### config.mk
export PLATFORM = sky130hd
export DESIGN_NAME = glyph_pixel_generator_top
export DESIGN_NICKNAME = d
export VERILOG_FILES = /design/src/hw/rtl/gpg_pkg.sv /design/src/hw/rtl/glyph_pixel_generator_top.sv /design/src/hw/rtl/gpg_pixel_unit.sv
export SDC_FILE = /design/constraint.sdc
export NUM_CORES = 1
export LEC_CHECK = 0
export BUFFER_PORTS_ARGS = -buffer_cell sky130_fd_sc_hd__buf_2
export CAP_MARGIN = 0
export CORE_MARGIN = 2
export CORE_UTILIZATION = 45
export CTS_CLUSTER_SIZE = 10
export DETAILED_ROUTE_END_ITERATION = 12
export PLACE_DENSITY = 0.74
export SLEW_MARGIN = 20
export SYNTH_ARGS = -nofsm -noshare
export SYNTH_HDL_FRONTEND = slang
export SYNTH_SLANG_ARGS = --single-unit
### constraint.sdc
create_clock -name clk -period 15.5 [get_ports clk]
set_clock_uncertainty 0.2 [all_clocks]
set_input_delay 4.65 -clock clk [delete_from_list [all_inputs] [get_ports clk]]
set_output_delay 4.65 -clock clk [all_outputs]
set_load 0.005 [all_outputs]
### src/hw/rtl/gpg_pkg.sv
// Shared types, constants and the 5x7 font table of the glyph pixel generator.
// No dependencies; every other RTL file imports this package.
`default_nettype none

package gpg_pkg;

  localparam logic [7:0] CODE_LO     = 8'd32;
  localparam logic [7:0] CODE_HI     = 8'd90;
  localparam logic [7:0] CODE_SUBST  = 8'd63;
  localparam logic [7:0] LOWER_A     = 8'd97;
  localparam logic [7:0] LOWER_Z     = 8'd122;
  localparam logic [7:0] CASE_OFFSET = 8'd32;
  localparam int unsigned FONT_COLS  = 5;
  localparam int unsigned FONT_ROWS  = 7;
  localparam int unsigned CELL_COLS  = 6;
  localparam int unsigned CELL_ROWS  = 8;
  localparam int unsigned LANES      = 4;

  localparam logic [1:0] REG_FG_COLOR    = 2'd0;
  localparam logic [1:0] REG_BG_COLOR    = 2'd1;
  localparam logic [1:0] REG_PIXEL_SCALE = 2'd2;

  typedef enum logic [1:0] {
    ST_IDLE,
    ST_CHECK,
    ST_EMIT
  } state_t;

  typedef struct packed {
    logic [3:0] px;
    logic [3:0] py;
  } pos_t;

  typedef logic [15:0] pixel_t;

  function automatic logic [5:0] glyph_index(input logic [7:0] code);
    logic [7:0] folded;
    folded = code;
    if (code >= LOWER_A && code <= LOWER_Z) begin
      folded = code - CASE_OFFSET;
    end
    if (folded < CODE_LO || folded > CODE_HI) begin
      folded = CODE_SUBST;
    end
    return 6'(folded - CODE_LO);
  endfunction

  // Five column bytes, leftmost column in the top byte; bit r is row r.
  function automatic logic [39:0] font_glyph(input logic [5:0] idx);
    logic [39:0] g;
    unique case (idx)
      6'd0:  g = 40'h00_00_00_00_00;
      6'd1:  g = 40'h00_00_5F_00_00;
      6'd2:  g = 40'h00_07_00_07_00;
      6'd3:  g = 40'h14_7F_14_7F_14;
      6'd4:  g = 40'h24_2A_7F_2A_12;
      6'd5:  g = 40'h23_13_08_64_62;
      6'd6:  g = 40'h36_49_55_22_50;
      6'd7:  g = 40'h00_05_03_00_00;
      6'd8:  g = 40'h00_1C_22_41_00;
      6'd9:  g = 40'h00_41_22_1C_00;
      6'd10: g = 40'h14_08_3E_08_14;
      6'd11: g = 40'h08_08_3E_08_08;
      6'd12: g = 40'h00_50_30_00_00;
      6'd13: g = 40'h08_08_08_08_08;
      6'd14: g = 40'h00_60_60_00_00;
      6'd15: g = 40'h20_10_08_04_02;
      6'd16: g = 40'h3E_51_49_45_3E;
      6'd17: g = 40'h00_42_7F_40_00;
      6'd18: g = 40'h42_61_51_49_46;
      6'd19: g = 40'h21_41_45_4B_31;
      6'd20: g = 40'h18_14_12_7F_10;
      6'd21: g = 40'h27_45_45_45_39;
      6'd22: g = 40'h3C_4A_49_49_30;
      6'd23: g = 40'h01_71_09_05_03;
      6'd24: g = 40'h36_49_49_49_36;
      6'd25: g = 40'h06_49_49_29_1E;
      6'd26: g = 40'h00_36_36_00_00;
      6'd27: g = 40'h00_56_36_00_00;
      6'd28: g = 40'h08_14_22_41_00;
      6'd29: g = 40'h14_14_14_14_14;
      6'd30: g = 40'h00_41_22_14_08;
      6'd31: g = 40'h02_01_51_09_06;
      6'd32: g = 40'h32_49_79_41_3E;
      6'd33: g = 40'h7E_11_11_11_7E;
      6'd34: g = 40'h7F_49_49_49_36;
      6'd35: g = 40'h3E_41_41_41_22;
      6'd36: g = 40'h7F_41_41_22_1C;
      6'd37: g = 40'h7F_49_49_49_41;
      6'd38: g = 40'h7F_09_09_09_01;
      6'd39: g = 40'h3E_41_49_49_7A;
      6'd40: g = 40'h7F_08_08_08_7F;
      6'd41: g = 40'h00_41_7F_41_00;
      6'd42: g = 40'h20_40_41_3F_01;
      6'd43: g = 40'h7F_08_14_22_41;
      6'd44: g = 40'h7F_40_40_40_40;
      6'd45: g = 40'h7F_02_0C_02_7F;
      6'd46: g = 40'h7F_04_08_10_7F;
      6'd47: g = 40'h3E_41_41_41_3E;
      6'd48: g = 40'h7F_09_09_09_06;
      6'd49: g = 40'h3E_41_51_21_5E;
      6'd50: g = 40'h7F_09_19_29_46;
      6'd51: g = 40'h46_49_49_49_31;
      6'd52: g = 40'h01_01_7F_01_01;
      6'd53: g = 40'h3F_40_40_40_3F;
      6'd54: g = 40'h1F_20_40_20_1F;
      6'd55: g = 40'h3F_40_38_40_3F;
      6'd56: g = 40'h63_14_08_14_63;
      6'd57: g = 40'h07_08_70_08_07;
      6'd58: g = 40'h61_51_49_45_43;
      default: g = 40'h00_00_00_00_00;
    endcase
    return g;
  endfunction

endpackage

`default_nettype wire

### src/hw/rtl/glyph_pixel_generator_top.sv
// Top level of the glyph pixel generator: registers, sequencer and result registers.
// Depends on gpg_pkg and gpg_pixel_unit.
//
//   Port group        Direction  Handshake
//   start/char,x,y    in         taken when start is high and busy is low
//   cfg_*             in         written when cfg_write is high
//   result_valid/...  out        each result shown for one cycle, no back-pressure
//
// A cell runs from acceptance to its last result in order: the item is latched,
// then the bounds check and font read are done, then one result per cycle comes
// from the four-lane pixel unit, 12 results at scale 1 and 48 at scale 2.
// An off-screen cell or a bad scale gives a single error result instead.
// Synchronous reset restores the register defaults and returns to idle.
`default_nettype none

module glyph_pixel_generator_top #(
  parameter int unsigned SCREEN_WIDTH  = 320,
  parameter int unsigned SCREEN_HEIGHT = 240
) (
  input  wire logic        clk,
  input  wire logic        rst,
  input  wire logic        start,
  output logic             busy,
  input  wire logic [7:0]  char_code,
  input  wire logic [9:0]  x_pos,
  input  wire logic [9:0]  y_pos,
  input  wire logic        cfg_write,
  input  wire logic [1:0]  cfg_index,
  input  wire logic [15:0] cfg_data,
  output logic             result_valid,
  output logic [15:0]      pixel_a,
  output logic [15:0]      pixel_b,
  output logic [15:0]      pixel_c,
  output logic [15:0]      pixel_d,
  output logic             last_beat,
  output logic             out_of_bounds
);
  import gpg_pkg::*;

  state_t      state;
  state_t      state_next;
  logic [15:0] fg_color;
  logic [15:0] bg_color;
  logic [1:0]  pixel_scale;
  logic [7:0]  code;
  logic [9:0]  cell_x;
  logic [9:0]  cell_y;
  logic [39:0] glyph;
  pos_t        pos;
  logic        double;
  logic [10:0] right_edge;
  logic [10:0] bottom_edge;
  logic        reject;
  pixel_t      unit_pixels [LANES];
  pos_t        unit_pos_next;
  logic        unit_last;

  assign double      = (pixel_scale == 2'd2);
  assign right_edge  = {1'b0, cell_x} + (double ? 11'(CELL_COLS * 2) : 11'(CELL_COLS));
  assign bottom_edge = {1'b0, cell_y} + (double ? 11'(CELL_ROWS * 2) : 11'(CELL_ROWS));
  assign reject      = (pixel_scale == 2'd0) || (pixel_scale == 2'd3) ||
                       (right_edge > 11'(SCREEN_WIDTH)) || (bottom_edge > 11'(SCREEN_HEIGHT));
  assign busy        = (state != ST_IDLE);

  gpg_pixel_unit u_pixel_unit (
    .glyph    (glyph),
    .pos      (pos),
    .double   (double),
    .fg_color (fg_color),
    .bg_color (bg_color),
    .pixels   (unit_pixels),
    .pos_next (unit_pos_next),
    .last     (unit_last)
  );

  always_comb begin
    state_next = state;
    unique case (state)
      ST_IDLE: begin
        if (start) begin
          state_next = ST_CHECK;
        end
      end
      ST_CHECK: begin
        state_next = reject ? ST_IDLE : ST_EMIT;
      end
      ST_EMIT: begin
        if (unit_last) begin
          state_next = ST_IDLE;
        end
      end
      default: state_next = ST_IDLE;
    endcase
  end

  always_ff @(posedge clk) begin
    if (rst) begin
      state        <= ST_IDLE;
      result_valid <= 1'b0;
      fg_color     <= 16'hFFFF;
      bg_color     <= 16'h0000;
      pixel_scale  <= 2'd1;
    end else begin
      state        <= state_next;
      result_valid <= (state == ST_EMIT) || (state == ST_CHECK && reject);
      if (cfg_write) begin
        unique case (cfg_index)
          REG_FG_COLOR:    fg_color    <= cfg_data;
          REG_BG_COLOR:    bg_color    <= cfg_data;
          REG_PIXEL_SCALE: pixel_scale <= cfg_data[1:0];
          default: ;
        endcase
      end
    end
  end

  always_ff @(posedge clk) begin
    if (state == ST_IDLE && start) begin
      code   <= char_code;
      cell_x <= x_pos;
      cell_y <= y_pos;
    end
    if (state == ST_CHECK) begin
      glyph         <= font_glyph(glyph_index(code));
      pos           <= '0;
      pixel_a       <= 16'h0000;
      pixel_b       <= 16'h0000;
      pixel_c       <= 16'h0000;
      pixel_d       <= 16'h0000;
      last_beat     <= 1'b1;
      out_of_bounds <= 1'b1;
    end else if (state == ST_EMIT) begin
      pos           <= unit_pos_next;
      pixel_a       <= unit_pixels[0];
      pixel_b       <= unit_pixels[1];
      pixel_c       <= unit_pixels[2];
      pixel_d       <= unit_pixels[3];
      last_beat     <= unit_last;
      out_of_bounds <= 1'b0;
    end
  end

endmodule

`default_nettype wire

### src/hw/rtl/gpg_pixel_unit.sv
// Pixel unit: turns a cell position and a latched glyph into four pixels.
// Depends on gpg_pkg for the position type and cell constants.
`default_nettype none

module gpg_pixel_unit (
  input  wire logic [39:0]   glyph,
  input  wire gpg_pkg::pos_t pos,
  input  wire logic          double,
  input  wire logic [15:0]   fg_color,
  input  wire logic [15:0]   bg_color,
  output gpg_pkg::pixel_t    pixels [gpg_pkg::LANES],
  output gpg_pkg::pos_t      pos_next,
  output logic               last
);
  import gpg_pkg::*;

  pos_t       lane_pos [LANES+1];
  logic [3:0] cw_m1;
  logic [3:0] ch_m1;

  assign cw_m1 = double ? 4'(CELL_COLS * 2 - 1) : 4'(CELL_COLS - 1);
  assign ch_m1 = double ? 4'(CELL_ROWS * 2 - 1) : 4'(CELL_ROWS - 1);

  always_comb begin
    logic [2:0] fx;
    logic [2:0] fy;
    logic [7:0] col;
    lane_pos[0] = pos;
    for (int k = 0; k < LANES; k++) begin
      fx = double ? lane_pos[k].px[3:1] : lane_pos[k].px[2:0];
      fy = double ? lane_pos[k].py[3:1] : lane_pos[k].py[2:0];
      case (fx)
        3'd0:    col = glyph[39:32];
        3'd1:    col = glyph[31:24];
        3'd2:    col = glyph[23:16];
        3'd3:    col = glyph[15:8];
        3'd4:    col = glyph[7:0];
        default: col = 8'h00;
      endcase
      if (32'(fy) < FONT_ROWS && col[fy]) begin
        pixels[k] = fg_color;
      end else begin
        pixels[k] = bg_color;
      end
      if (lane_pos[k].px == cw_m1) begin
        lane_pos[k+1].px = 4'd0;
        lane_pos[k+1].py = lane_pos[k].py + 4'd1;
      end else begin
        lane_pos[k+1].px = lane_pos[k].px + 4'd1;
        lane_pos[k+1].py = lane_pos[k].py;
      end
    end
  end

  assign pos_next = lane_pos[LANES];
  assign last     = (lane_pos[LANES-1].px == cw_m1) && (lane_pos[LANES-1].py == ch_m1);

endmodule

`default_nettype wire

# Word level (Yosys, flattened, before mapping)
# Memory sizes are Yosys's and may differ from the RTL's. A register that Yosys moved wholly into a read port is not among the register bits.
# Index checks and enable logic that the tools add are counted.
dict set report word_totals {
  ff_bits 179
  latch_bits 0
  ramBits 0
  rom_bits 2240
  in_bits 50
  out_inout_bits 68
  word_cells 138
  mem_count 1
}
# memory depth width rd rd_ports_with_merged_regs write_ports line
set mem_list {}
lappend mem_list {{(no name shown)} 64 35 1 1 0 gpg_pkg.sv:51} ;# unique case (idx)
dict set report classes {
  add_sub_neg 12
  n_mul 0
  div_mod_pow 0
  order_cmp 14
  eq_ne 29
  shift 0
  n_mux 40
  n_bitwise 0
  n_reduce_logical 25
}
# operator count
set ops {}
lappend ops {{case mux 8 bit (5 select lines)} 4}
lappend ops {{two-way mux 16 bit} 4}
lappend ops {{two-way mux 8 bit} 6}
lappend ops {{adder 4 x 1 -> 4 bit, second input constant} 8}
lappend ops {{equality test 3 x 2 -> 1 bit, second input constant} 8}
lappend ops {{two-way mux 3 bit} 8}
lappend ops {{equality test 4 bit} 5}
lappend ops {{< comparator 3 x 4 -> 1 bit, second input constant} 4}
lappend ops {{binary-select mux 1 bit (select 3 bit)} 4}
lappend ops {{equality test 3 x 1 -> 1 bit, second input constant} 4}
lappend ops {{equality test 3 bit, second input constant} 4}
lappend ops {{zero test 3 bit} 4}
lappend ops {{< comparator 3 bit, second input constant} 4}
lappend ops {{two-way mux 4 bit} 3}
lappend ops {{two-way mux 6 bit} 2}
lappend ops {{adder 10 x 4 -> 11 bit} 1}
lappend ops {{adder 10 x 5 -> 11 bit} 1}
lappend ops {{greater-than comparator 11 x 8 -> 1 bit, second input constant} 1}
lappend ops {{greater-than comparator 11 x 9 -> 1 bit, second input constant} 1}
lappend ops {{equality test 2 bit, second input constant} 4}
lappend ops {{>= comparator 8 x 7 -> 1 bit, second input constant} 1}
lappend ops {{greater-than comparator 8 x 7 -> 1 bit, second input constant} 1}
lappend ops {{<= comparator 8 x 7 -> 1 bit, second input constant} 1}
lappend ops {{logical AND 1 bit} 8}
lappend ops {{13 further kinds} 29}

# Depth between registers and ports, before layout
# Gate-level depths: netlist (run 1).
dict set report logic_depth {
  ltp_word 15
  depth_mapped 21
  mapped_depth_nobuf 17
}

# Hierarchy
# From an unflattened synthesis (run 1), not the netlist that was laid out.
dict set report unflattened {
  cells_unflattened 1561
  hier_area_um2 13075.0
}
# mod instances cells_each area_per_inst_um2 seq_area_each_um2
set modules_own_cells {}
lappend modules_own_cells {glyph_pixel_generator_top 1 1092 9480.3 4113.9}
lappend modules_own_cells {gpg_pixel_unit 1 469 3594.7 0.0}

# Worst setup path before layout (run 1)
# No wires, ideal clock.
dict set report synth_path {
  kind {input -> register}
  start {input start}
  end {register cell_x[0], enable pin}
  setup_time_ns 0.413
  arrival_time_ns 5.886
  required_ns 14.887
  slack_ns 9.001
  path_stages 2
  path_buffers 0
  cell_sequence {inv_1 > nor2_1}
}
dict set report synth_between {
  elab_chain_cells 1
}
# element line
set synth_lines {}
lappend synth_lines {{from (decl)} glyph_pixel_generator_top.sv:22} ;# input wire logic start,
lappend synth_lines {{logical AND 1 bit} glyph_pixel_generator_top.sv:118} ;# if (state == ST_IDLE && start) begin
lappend synth_lines {{to (signal assigned)} glyph_pixel_generator_top.sv:120} ;# cell_x <= x_pos;
lappend synth_lines {{to (decl)} glyph_pixel_generator_top.sv:46} ;# logic [9:0] cell_x;
# No other way between the ends.
# A chain may end at the register's enable or synchronous reset.

# Worst setup path in the final report (run 1)
dict set report layout_path {
  start {register state[1]}
  end {output busy}
}
dict set report layout_between {
  elab_chain_cells 1
}
# element line
set layout_lines {}
lappend layout_lines {{from (decl)} glyph_pixel_generator_top.sv:40} ;# state_t state;
lappend layout_lines {{from (signal assigned)} glyph_pixel_generator_top.sv:104} ;# state <= state_next;
lappend layout_lines {{nonzero test 2 bit} glyph_pixel_generator_top.sv:63} ;# assign busy = (state != ST_IDLE);
lappend layout_lines {{to (decl)} glyph_pixel_generator_top.sv:23} ;# output logic busy,
# No other way between the ends.

==> results.json, run 1 <==
{
  "cap_violations": 0,
  "drt_first_pass_iters": 8,
  "min_path_type": "flop to flop",
  "cts_tree": "done",
  "grt_max_degree": 98,
  "ys_ff_latch": 174,
  "grt_pass1_wl_mm": 62.9,
  "core-area_mm2": 0.0276,
  "drive_above_1_share_pct": 16.9,
  "avgRoutedWirePerCell_um": 21.2,
  "die_h_um": 171,
  "power_mw": 1.23,
  "ys_types": 92,
  "cts_resized": 0,
  "final_cells": 1932,
  "whs_path_depth": 2,
  "drtIter0Drc": 1571,
  "r2r_cells": 15,
  "ant_nets": 0,
  "hold_end": "pixel_c[2]$_SDFFE_PP0N_",
  "finalSetupViolCount": 0,
  "fin_util_pct": 50.4,
  "multi_input_area_mm2": 0.00781,
  "ioPinCount": 118,
  "synth_top_family_by_area": "compound AO/OA/AOI/OAI gates",
  "clk_latency_ps": 450,
  "clk_pin_slew_ps": 70,
  "cp_data_required_time_ps": 10650,
  "powerDensity_mw_per_mm2": 88.7,
  "post-cts-setup-buffers": 0,
  "postSynth.asyncResetShare_pct": 0,
  "layout_common_cells": "187 x nand2_1, 117 x buf_2, 109 x dfxtp_1",
  "place_inst": 1900,
  "synth_seq_area_share_pct": 32.8,
  "yosysWarnings": 0,
  "drc": 0,
  "place_hpwl_mm": 28.7,
  "fp-row-count": 61,
  "worst_pin_slew_ps": 1090,
  "nFillCells": 2667,
  "synth_simple_gate_area_share_pct": 20.8,
  "gp_congestion": 0.995,
  "synth_fa_ha_area_share_pct": 3.46,
  "final_common_cell": "nand2_1",
  "endpoint_kind": "output port",
  "muxShareOfSynthArea_pct": 7.71,
  "die-width_um": 171,
  "synth_compound_area_share_pct": 28.1,
  "r2r_end": "pixel_d[10]$_SDFFE_PP0N_",
  "port_buffers": 117,
  "hold_start": "pixel_c[2]$_SDFFE_PP0N_",
  "start_kind": "flop",
  "tns_ps": 0,
  "min_period_ps": 6110,
  "vias": 12446,
  "slew_headroom_pct": 26.8,
  "synth_xor_xnor_area_share_pct": 1.78,
  "clockRootBuffer": "clkbuf_16",
  "ys.flop_type": "dfxtp_1",
  "netlist_area_mm2": 0.0125,
  "hold_buffers": 0,
  "fin_nets": 1625,
  "leakagePower_nw": 5.35,
  "netlist_instances": 1503,
  "synth_edf_count": 63,
  "wl_mm": 41.0,
  "rsz0062_at_grt": "no",
  "syn_nets": 1587,
  "r2r_slack_ps": 9480,
  "gr-usage-all-layers_pct": 27.5,
  "timing.final.crit_share_pct": 39.4,
  "final-max-slew-violation-count": 0,
  "outcome": "complete, no violations",
  "finalHoldWorstSlack_ps": 247,
  "dpl_cell_area_mm2": 0.0133,
  "syn2layout_area_growth_pct": 11.1,
  "start_util_pct": 45.3,
  "fmax_ghz": 0.164,
  "ir_worst_vdd_mv": 0.0700,
  "pre_cts_ws_ps": 9340,
  "crit_fanout": 3,
  "clock_path_buffers": 2,
  "r2r_start": "pos[4]$_SDFFE_PP0N_",
  "regArea_mm2": 0.00412,
  "num_antenna_cells": 0,
  "htree_levels": 4,
  "cts_made_buffers": 17,
  "gr-total-overflow": 0,
  "die_area_mm2": 0.0292,
  "fin_area_mm2": 0.0139,
  "antenna_found_initial": 0,
  "hold_viol": 0,
  "grt_pass1_vias": 11372,
  "arrival_ps": 1260,
  "clock-sinks": 174,
  "synth_area_per_cell_um2": 8.33,
  "viasPerCell": 6.44,
  "fin_ws_ps": 9390,
  "worst-setup-path-type": "flop to output port"
}
## state kept, by name (all words and copies together), names as in the netlist
register and count:
last_beat 1, bg_color 16, cell_x 10, pixel_c 16, pixel_b 16, pixel_a 16
pixel_d 16, state 2, fg_color 16, pixel_scale 2, cell_y 10, pos 8
glyph 35, out_of_bounds 1, result_valid 1, code 8
## worst max-delay path by stage
| stage | startpoint | slack [ps] | endpoint | cells past startpoint |
|---|---|---|---|---|
| 2_1_floorplan | start | 9000 | cell_x[0]$_DFFE_PP_ | 2 |
| 3_3_place_gp | start | 9350 | cell_y[0]$_DFFE_PP_ | 3 |
| 3_5_place_dp | start | 9340 | cell_y[0]$_DFFE_PP_ | 3 |
| 4_1_cts | state[1]$_SDFFE_PP0P_ | 9380 | busy | 2 |
| 5_1_grt | pos[4]$_SDFFE_PP0N_ | 9100 | pixel_d[4]$_SDFFE_PP0N_ | 15 |
| 6_report | state[1]$_SDFFE_PP0P_ | 9390 | busy | 2 |
## cells in the mapped netlist (all sizes together) (9+ instances only)
| master | count | area, um2 |
|---|---|---|
| mux2 | 19 | 233 |
| a21o | 24 | 180 |
| nand2b | 11 | 68.8 |
| nor4 | 9 | 62.6 |
| nor3b | 19 | 143 |
| xor2 | 9 | 86.3 |
| buf | 21 | 136 |
| a21boi | 10 | 75.1 |
| clkbuf | 102 | 383 |
| nor2 | 93 | 349 |
| and3 | 14 | 87.6 |
| nand2 | 187 | 702 |
| nor2b | 33 | 206 |
| xnor2 | 13 | 136 |
| or3b | 25 | 219 |
| o21ai | 93 | 465 |
| o221ai | 9 | 78.8 |
| edfxtp | 63 | 1890 |
| a22oi | 13 | 97.6 |
| nor3 | 27 | 146 |
| a211o | 19 | 166 |
| a221o | 9 | 90.1 |
| mux2i | 62 | 621 |
| a211oi | 19 | 148 |
| dfxtp | 111 | 2220 |
| ha | 33 | 413 |
| a31oi | 26 | 163 |
| a221oi | 13 | 114 |
| a222oi | 14 | 140 |
| a21oi | 108 | 567 |
| inv | 37 | 139 |
| o22ai | 14 | 87.6 |
| nand3 | 61 | 320 |
| o211ai | 70 | 531 |
## area by class of cell
type	instances	share of cell area [%]
clock buffers	20	3.29
flip-flops and latches	174	29.6
well taps	378	3.40
inverters	40	1.08
multi-input cells	1166	56.1
repair buffers	142	5.55
clock inverters	12	0.998
## worst max-delay path: stages (launching register included)
cell     delay [ps]
dfxtp_2         320
or2_2           340
buf_2           170
## report_power, final
group	total (mW)	switching (mW)	internal, mW
Combinational	0.267	0.166	0.100
Sequential	0.528	0.0268	0.501
Clock	0.440	0.201	0.239
Total	1.23	0.395	0.840
## cell families after synthesis
family          count (synthesis)
fa+ha+maj                      34
simple gates                  516
compound gates                508
buf+inv                       163
mux                            86
xor+xnor                       22
flops                         174
## layer usage
layer	track usage (%)	vias up	wire length, um
li1	-	5753	-
met1	36.7	5906	17200
met2	43.5	679	18600
met3	5.02	108	3500
met4	12.6	0	1710
met5	0	-	0
Note: power is estimated with default switching activity, not from simulation.
==> run 2: changes to the inputs <==
- ABC_AREA: not set -> 1
- PLACE_DENSITY: 0.74 -> 0.77
- clock period: 15.5 -> 5 ns (I/O delays scaled with it)
==> run 2 against run 1 <==
Compared with the run above: cell count grew 4.6%; first-iteration DRC count is 12% lower; utilization is 1.9 points higher; non-clock buffer count grew 8; wire length is 2.5% lower; worst hold slack improved by 9.7 ps; die area is 10% lower; combinational power rose to 2.6 times the previous value; via count down 4.8%; synthesized cell count is 5.7% higher; power rose to 3.0 times the previous value; clock-buffer cell count fell by 3.
==> results.json, run 2 <==
{
  "crit_top_cell": "o21ai_0",
  "synthTopCellsByCount": "325 x nand2_1, 193 x inv_1, 140 x a21oi_1",
  "syn_nets": 1672,
  "clock-sinks": 174,
  "worst_pin_slew_ps": 1070,
  "fin_util_pct": 52.3,
  "fin_ws_ps": 512,
  "netlist_area_mm2": 0.0112,
  "yosysWarnings": 0,
  "wl_mm": 40.0,
  "power_frac_comb_pct": 18.8,
  "hold_end": "pixel_scale[1]$_SDFFE_PP0P_",
  "leakagePower_nw": 5.55,
  "final_cells": 2021,
  "fmax_ghz": 0.223,
  "clock_path_buffers": 2,
  "crit_slowest_cell": "edfxtp_1",
  "r2r_start": "code[2]$_DFFE_PP_",
  "top_register": "glyph",
  "slew_headroom_pct": 28.5,
  "dpl_cell_area_mm2": 0.0121,
  "antenna_found_initial": 1,
  "clk_latency_ps": 440,
  "rsz0062_at_grt": "no",
  "clockRootBuffer": "clkbuf_16",
  "hold_buffers": 0,
  "final-max-slew-violation-count": 0,
  "drtIter0Drc": 1385,
  "clk_pin_slew_ps": 80,
  "fin_nets": 1767,
  "drc": 0,
  "start_util_pct": 46.0,
  "cts_made_buffers": 17,
  "pre_cts_ws_ps": 329,
  "yosys.area.top_type": "dfxtp_1",
  "ys.flop_type": "dfxtp_1",
  "netlist_instances": 1588,
  "slowest_delay_ps": 540,
  "worst-setup-path-type": "flop to flop",
  "avgRoutedWirePerCell_um": 19.8,
  "grt_max_degree": 83,
  "post-cts-setup-buffers": 0,
  "layout_common_cells": "325 x nand2_1, 193 x inv_1, 140 x a21oi_1",
  "drt_first_pass_iters": 6,
  "die-width_um": 162,
  "hold_start": "pixel_scale[1]$_SDFFE_PP0P_",
  "timing.final.crit_share_pct": 89.8,
  "p_int_mw": 2.45,
  "die_area_mm2": 0.0262,
  "grt_pass1_vias": 11596,
  "cap_violations": 0,
  "viasPerCell": 5.86,
  "grt_pass1_wl_mm": 62.3,
  "die_h_um": 162,
  "cp_cell_sequence": "inv_1 -> nand2_1 -> o2111ai_1 -> nand3_1 -> nand2_1 -> nand2_1 -> o21ai_0 -> nand3_1 -> nor2_2 -> inv_1 -> ha_1 -> nor2_1 -> buf_4 -> nor2_1 -> o21ai_0 -> a31oi_1 -> o21ai_0 -> o21ai_0",
  "finalHoldWorstSlack_ps": 257,
  "crit_fanout": 9,
  "synth_edf_count": 63,
  "gr-usage-all-layers_pct": 30.2,
  "p_sw_share_pct": 33.0,
  "p_sw_mw": 1.21,
  "ioPinCount": 118,
  "gr-total-overflow": 0,
  "r2r_slack_ps": 510,
  "cts_resized": 0,
  "ys_ff_latch": 174,
  "port_buffers": 117,
  "min_path_type": "flop to flop",
  "cp_data_required_time_ps": 5030,
  "ir_worst_vdd_mv": 0.281,
  "whs_path_depth": 2,
  "finalSetupViolCount": 0,
  "vias": 11851,
  "min_period_ps": 4490,
  "gp_congestion": 1.01,
  "yosysTopAreaCellShare_pct": 19.8,
  "core-area_mm2": 0.0244,
  "start_kind": "flop",
  "tns_ps": 0,
  "fp-row-count": 57,
  "power_mw": 3.66,
  "powerDensity_mw_per_mm2": 287,
  "hold_viol": 0,
  "fin_area_mm2": 0.0127,
  "synth_seq_area_share_pct": 36.7,
  "htree_levels": 4,
  "final_common_cell": "nand2_1",
  "largest_reg_flops": 35,
  "yosysMostFrequentCell": "nand2_1",
  "ant_nets": 0,
  "place_inst": 1988,
  "syn2layout_area_growth_pct": 13.7,
  "r2r_cells": 18,
  "place_hpwl_mm": 30.3,
  "drive_above_1_share_pct": 14.2,
  "clockPowerShare_pct": 37.2,
  "ys_types": 61,
  "cts_tree": "done",
  "synth.top_cells.by_area": "dfxtp_1 20%, edfxtp_1 17%, nand2_1 11%, inv_1 6.5%, a21oi_1 6.2%",
  "p_seq_share_pct": 44.0,
  "synth_area_per_cell_um2": 7.06,
  "r2r_end": "glyph[30]$_DFFE_PP_",
  "outcome": "complete, no violations",
  "endpoint_kind": "flop",
  "postSynth.asyncResetShare_pct": 0,
  "arrival_ps": 4520
}
-- run 2: cell count changes in the layout (fill, tap and decap cells not counted), moves of 19 or more --
cell and change:
nand3_1 +57, nor2b_1 -31, a21oi_1 +35, nand2_1 +138, o211ai_1 -40, a21o_1 -24
nor2_1 +33, or3b_2 -25, a211o_1 -19, inv_1 +156, mux2i_1 -61, o21ai_0 +60
-- run 2: area by class of cell --
type / count / area, um2
Clock inverter: 15 / 184
Antenna cell: 1 / 2.50
Clock buffer: 17 / 425
Tap cell: 324 / 405
Timing Repair Buffer: 150 / 833
Inverter: 203 / 762
Fill cell: 2437 / 11600
Sequential cell: 174 / 4110
Multi-Input combinational cell: 1137 / 6020
-- run 2: critical path: cells and delay by family, from the launching register on --
family,cells,cell delay (ps)
AO/OA/AOI/OAI,6,1230
adder cells (fa/ha/maj),1,390
buffers and inverters,3,530
flip-flops,1,540
AND/OR/NAND/NOR,8,1380
-- run 2: worst max-delay path by stage --
stage	to	cells after the start	slack, ps	from
4_1_cts	glyph[30]$_DFFE_PP_	18	280	code[2]$_DFFE_PP_
3_3_place_gp	glyph[30]$_DFFE_PP_	18	360	code[2]$_DFFE_PP_
2_1_floorplan	glyph[26]$_DFFE_PP_	18	1230	code[2]$_DFFE_PP_
6_report	glyph[30]$_DFFE_PP_	18	510	code[2]$_DFFE_PP_
3_5_place_dp	glyph[30]$_DFFE_PP_	18	330	code[2]$_DFFE_PP_
5_1_grt	glyph[30]$_DFFE_PP_	18	180	code[2]$_DFFE_PP_
-- run 2: metal layers --
layer / global-route usage [%] / vias up / routed length, um
met5: 0 / - / 0
met4: 17.9 / 0 / 2340
met3: 5.18 / 142 / 2810
met2: 50.2 / 604 / 18700
met1: 36.9 / 5498 / 16200
li1: - / 5607 / -
-- run 2: power groups by stage --
stage          clock network (mW)  logic (mW)  registers, mW
2_1_floorplan                   0       0.440           1.62
3_3_place_gp                    0       0.666           1.64
3_5_place_dp                    0       0.665           1.64
4_1_cts                      1.37       0.669           1.61
5_1_grt                      1.43       0.752           1.61
6_report                     1.36       0.688           1.61
-- run 2: cell families (layout without fill, tap and decap cells) --
| family | count (synthesis) | in the layout | share of synthesized area [%] |
|---|---|---|---|
| other | 0 | 1 | 0 |
| buffers and inverters | 277 | 385 | 9.85 |
| AO/OA/AOI/OAI | 435 | 435 | 22.4 |
| adder cells (fa/ha/maj) | 34 | 34 | 3.86 |
| AND/OR/NAND/NOR | 650 | 650 | 25.7 |
| multiplexers | 1 | 1 | 0.0893 |
| flip-flops | 174 | 174 | 36.7 |
| XOR/XNOR | 17 | 17 | 1.39 |
==> run 3: changes to the inputs <==
- CAP_MARGIN: 0 -> 20
- CTS_BUF_LIST: not set -> sky130_fd_sc_hd__clkbuf_8
- REMOVE_ABC_BUFFERS: not set -> 1
==> run 3 against run 2 <==
Compared with the run above: register-to-register slack lost 20 ps; utilization shrank 0.56 points; combinational power is essentially flat; power shrank 7.2%; cell count grew 0.20%; sequential share of layout area grew 0.35 points; via count grew 0.42%; sequential power is essentially flat.
==> results.json, run 3 (synthesized netlist as in run 2, its figures left out) <==
{
  "fmax_ghz": 0.222,
  "hold_viol": 0,
  "timing.final.crit_share_pct": 90.1,
  "wl_mm": 40.3,
  "arrival_ps": 4690,
  "clockRootBuffer": "clkbuf_8",
  "gr-total-overflow": 0,
  "port_buffers": 117,
  "ioPinCount": 118,
  "top_register": "glyph",
  "largest_reg_flops": 35,
  "crit_fanout": 16,
  "wl_met3_mm": 2.68,
  "grt_pass1_vias": 11324,
  "die_h_um": 162,
  "worst-setup-path-type": "flop to flop",
  "ant_nets": 0,
  "fin_ws_ps": 496,
  "hold_buffers": 0,
  "met1_length_mm": 16.2,
  "avgRoutedWirePerCell_um": 19.9,
  "powerDensity_mw_per_mm2": 269,
  "die_area_mm2": 0.0262,
  "top_layer_used": "met4",
  "num_antenna_cells": 0,
  "final_common_cell": "nand2_1",
  "finalSetupViolCount": 0,
  "endpoint_kind": "flop",
  "outcome": "complete, no violations",
  "grt_max_degree": 83,
  "clock_path_buffers": 2,
  "drive_above_1_share_pct": 14.3,
  "start_util_pct": 46.0,
  "drtIter0Drc": 1501,
  "ir_worst_vdd_mv": 0.184,
  "fp-row-count": 57,
  "gr-usage-all-layers_pct": 31.1,
  "htree_levels": 4,
  "clk_latency_ps": 470,
  "cap_violations": 0,
  "min_path_type": "flop to flop",
  "cts_tree": "done",
  "pre_cts_ws_ps": 712,
  "final-max-slew-violation-count": 0,
  "start_kind": "flop",
  "core-area_mm2": 0.0244,
  "fin_nets": 1772,
  "rsz0062_at_grt": "no",
  "drc": 0,
  "antenna_found_initial": 0,
  "power_mw": 3.39,
  "worst_pin_slew_ps": 1040,
  "cp_data_required_time_ps": 5190,
  "min_period_ps": 4500,
  "slew_headroom_pct": 30.6,
  "drt_first_pass_iters": 8,
  "cts_made_buffers": 17,
  "vias": 11901,
  "die-width_um": 162,
  "met2_length_mm": 19.2,
  "layout_common_cells": "325 x nand2_1, 193 x inv_1, 140 x a21oi_1",
  "clk_pin_slew_ps": 120,
  "place_hpwl_mm": 30.5,
  "leakagePower_nw": 5.49,
  "clock-sinks": 174,
  "grt_pass1_wl_mm": 63.8,
  "syn2layout_area_growth_pct": 12.5,
  "gp_congestion": 0.994,
  "post-cts-setup-buffers": 0,
  "viasPerCell": 5.88,
  "nFillCells": 2492,
  "cts_resized": 0
}
run 3: per-stage QoR:
| stage | area [um2] | util (%) | hold slack (ps) | instances | setup TNS [ps] |
|---|---|---|---|---|---|
| 2_1_floorplan | 10900 | - | 229 | 1514 | -3140 |
| 3_3_place_gp | 12200 | 49.9 | 238 | 1993 | 0 |
| 3_5_place_dp | 12200 | 49.9 | 242 | 1993 | 0 |
| 4_1_cts | 12600 | 51.7 | 263 | 2025 | 0 |
| 5_1_grt | 12600 | 51.7 | 280 | 2025 | 0 |
| 6_report | 12600 | 51.7 | 261 | 2025 | 0 |
run 3: critical path: stages, from the launching register on:
cell and delay [ps]:
dfxtp_1 590, ha_1 230, xor2_1 280, nand2_1 140
o21ai_0 390, inv_1 160, nand3_1 320, o22ai_1 130
a2111oi_0 750, o21ai_0 170, o21ai_0 120, nand2_1 80
nand2_2 70, inv_1 300, nand2_1 160, nand3_1 130
a21oi_1 180
run 3: per-layer routing:
metal	vias to the layer above	track usage (%)
li1	5617	-
met1	5564	39.1
met2	574	51.8
met3	146	4.70
met4	0	16.0
met5	-	0
run 3: layout make-up:
cell class | count | area [um2] | area share, %
clock inverter | 15 | 205 | 1.63
sequential | 174 | 4110 | 32.6
inverter | 203 | 762 | 6.04
tap | 324 | 405 | 3.21
multi-input combinational | 1137 | 6020 | 47.7
timing repair buffer | 155 | 871 | 6.91
clock buffer | 17 | 234 | 1.86
run 3: path summary, 6_finish.rpt:
check,from,end,slack [ps],cells after the start
setup / recovery,pos[4]$_SDFFE_PP0N_,pixel_b[15]$_SDFFE_PP0N_,500,16
hold / removal,pixel_c[4]$_SDFFE_PP0N_,pixel_c[4]$_SDFFE_PP0N_,260,2
setup reg to reg,pos[4]$_SDFFE_PP0N_,pixel_b[15]$_SDFFE_PP0N_,500,16
hold reg to reg,pixel_c[4]$_SDFFE_PP0N_,pixel_c[4]$_SDFFE_PP0N_,260,2
run 3: where the power goes:
| part | internal, mW | switching (mW) |
|---|---|---|
| registers | 1.55 | 0.0541 |
| logic | 0.212 | 0.477 |
| clock network | 0.443 | 0.656 |
| total | 2.21 | 1.19 |
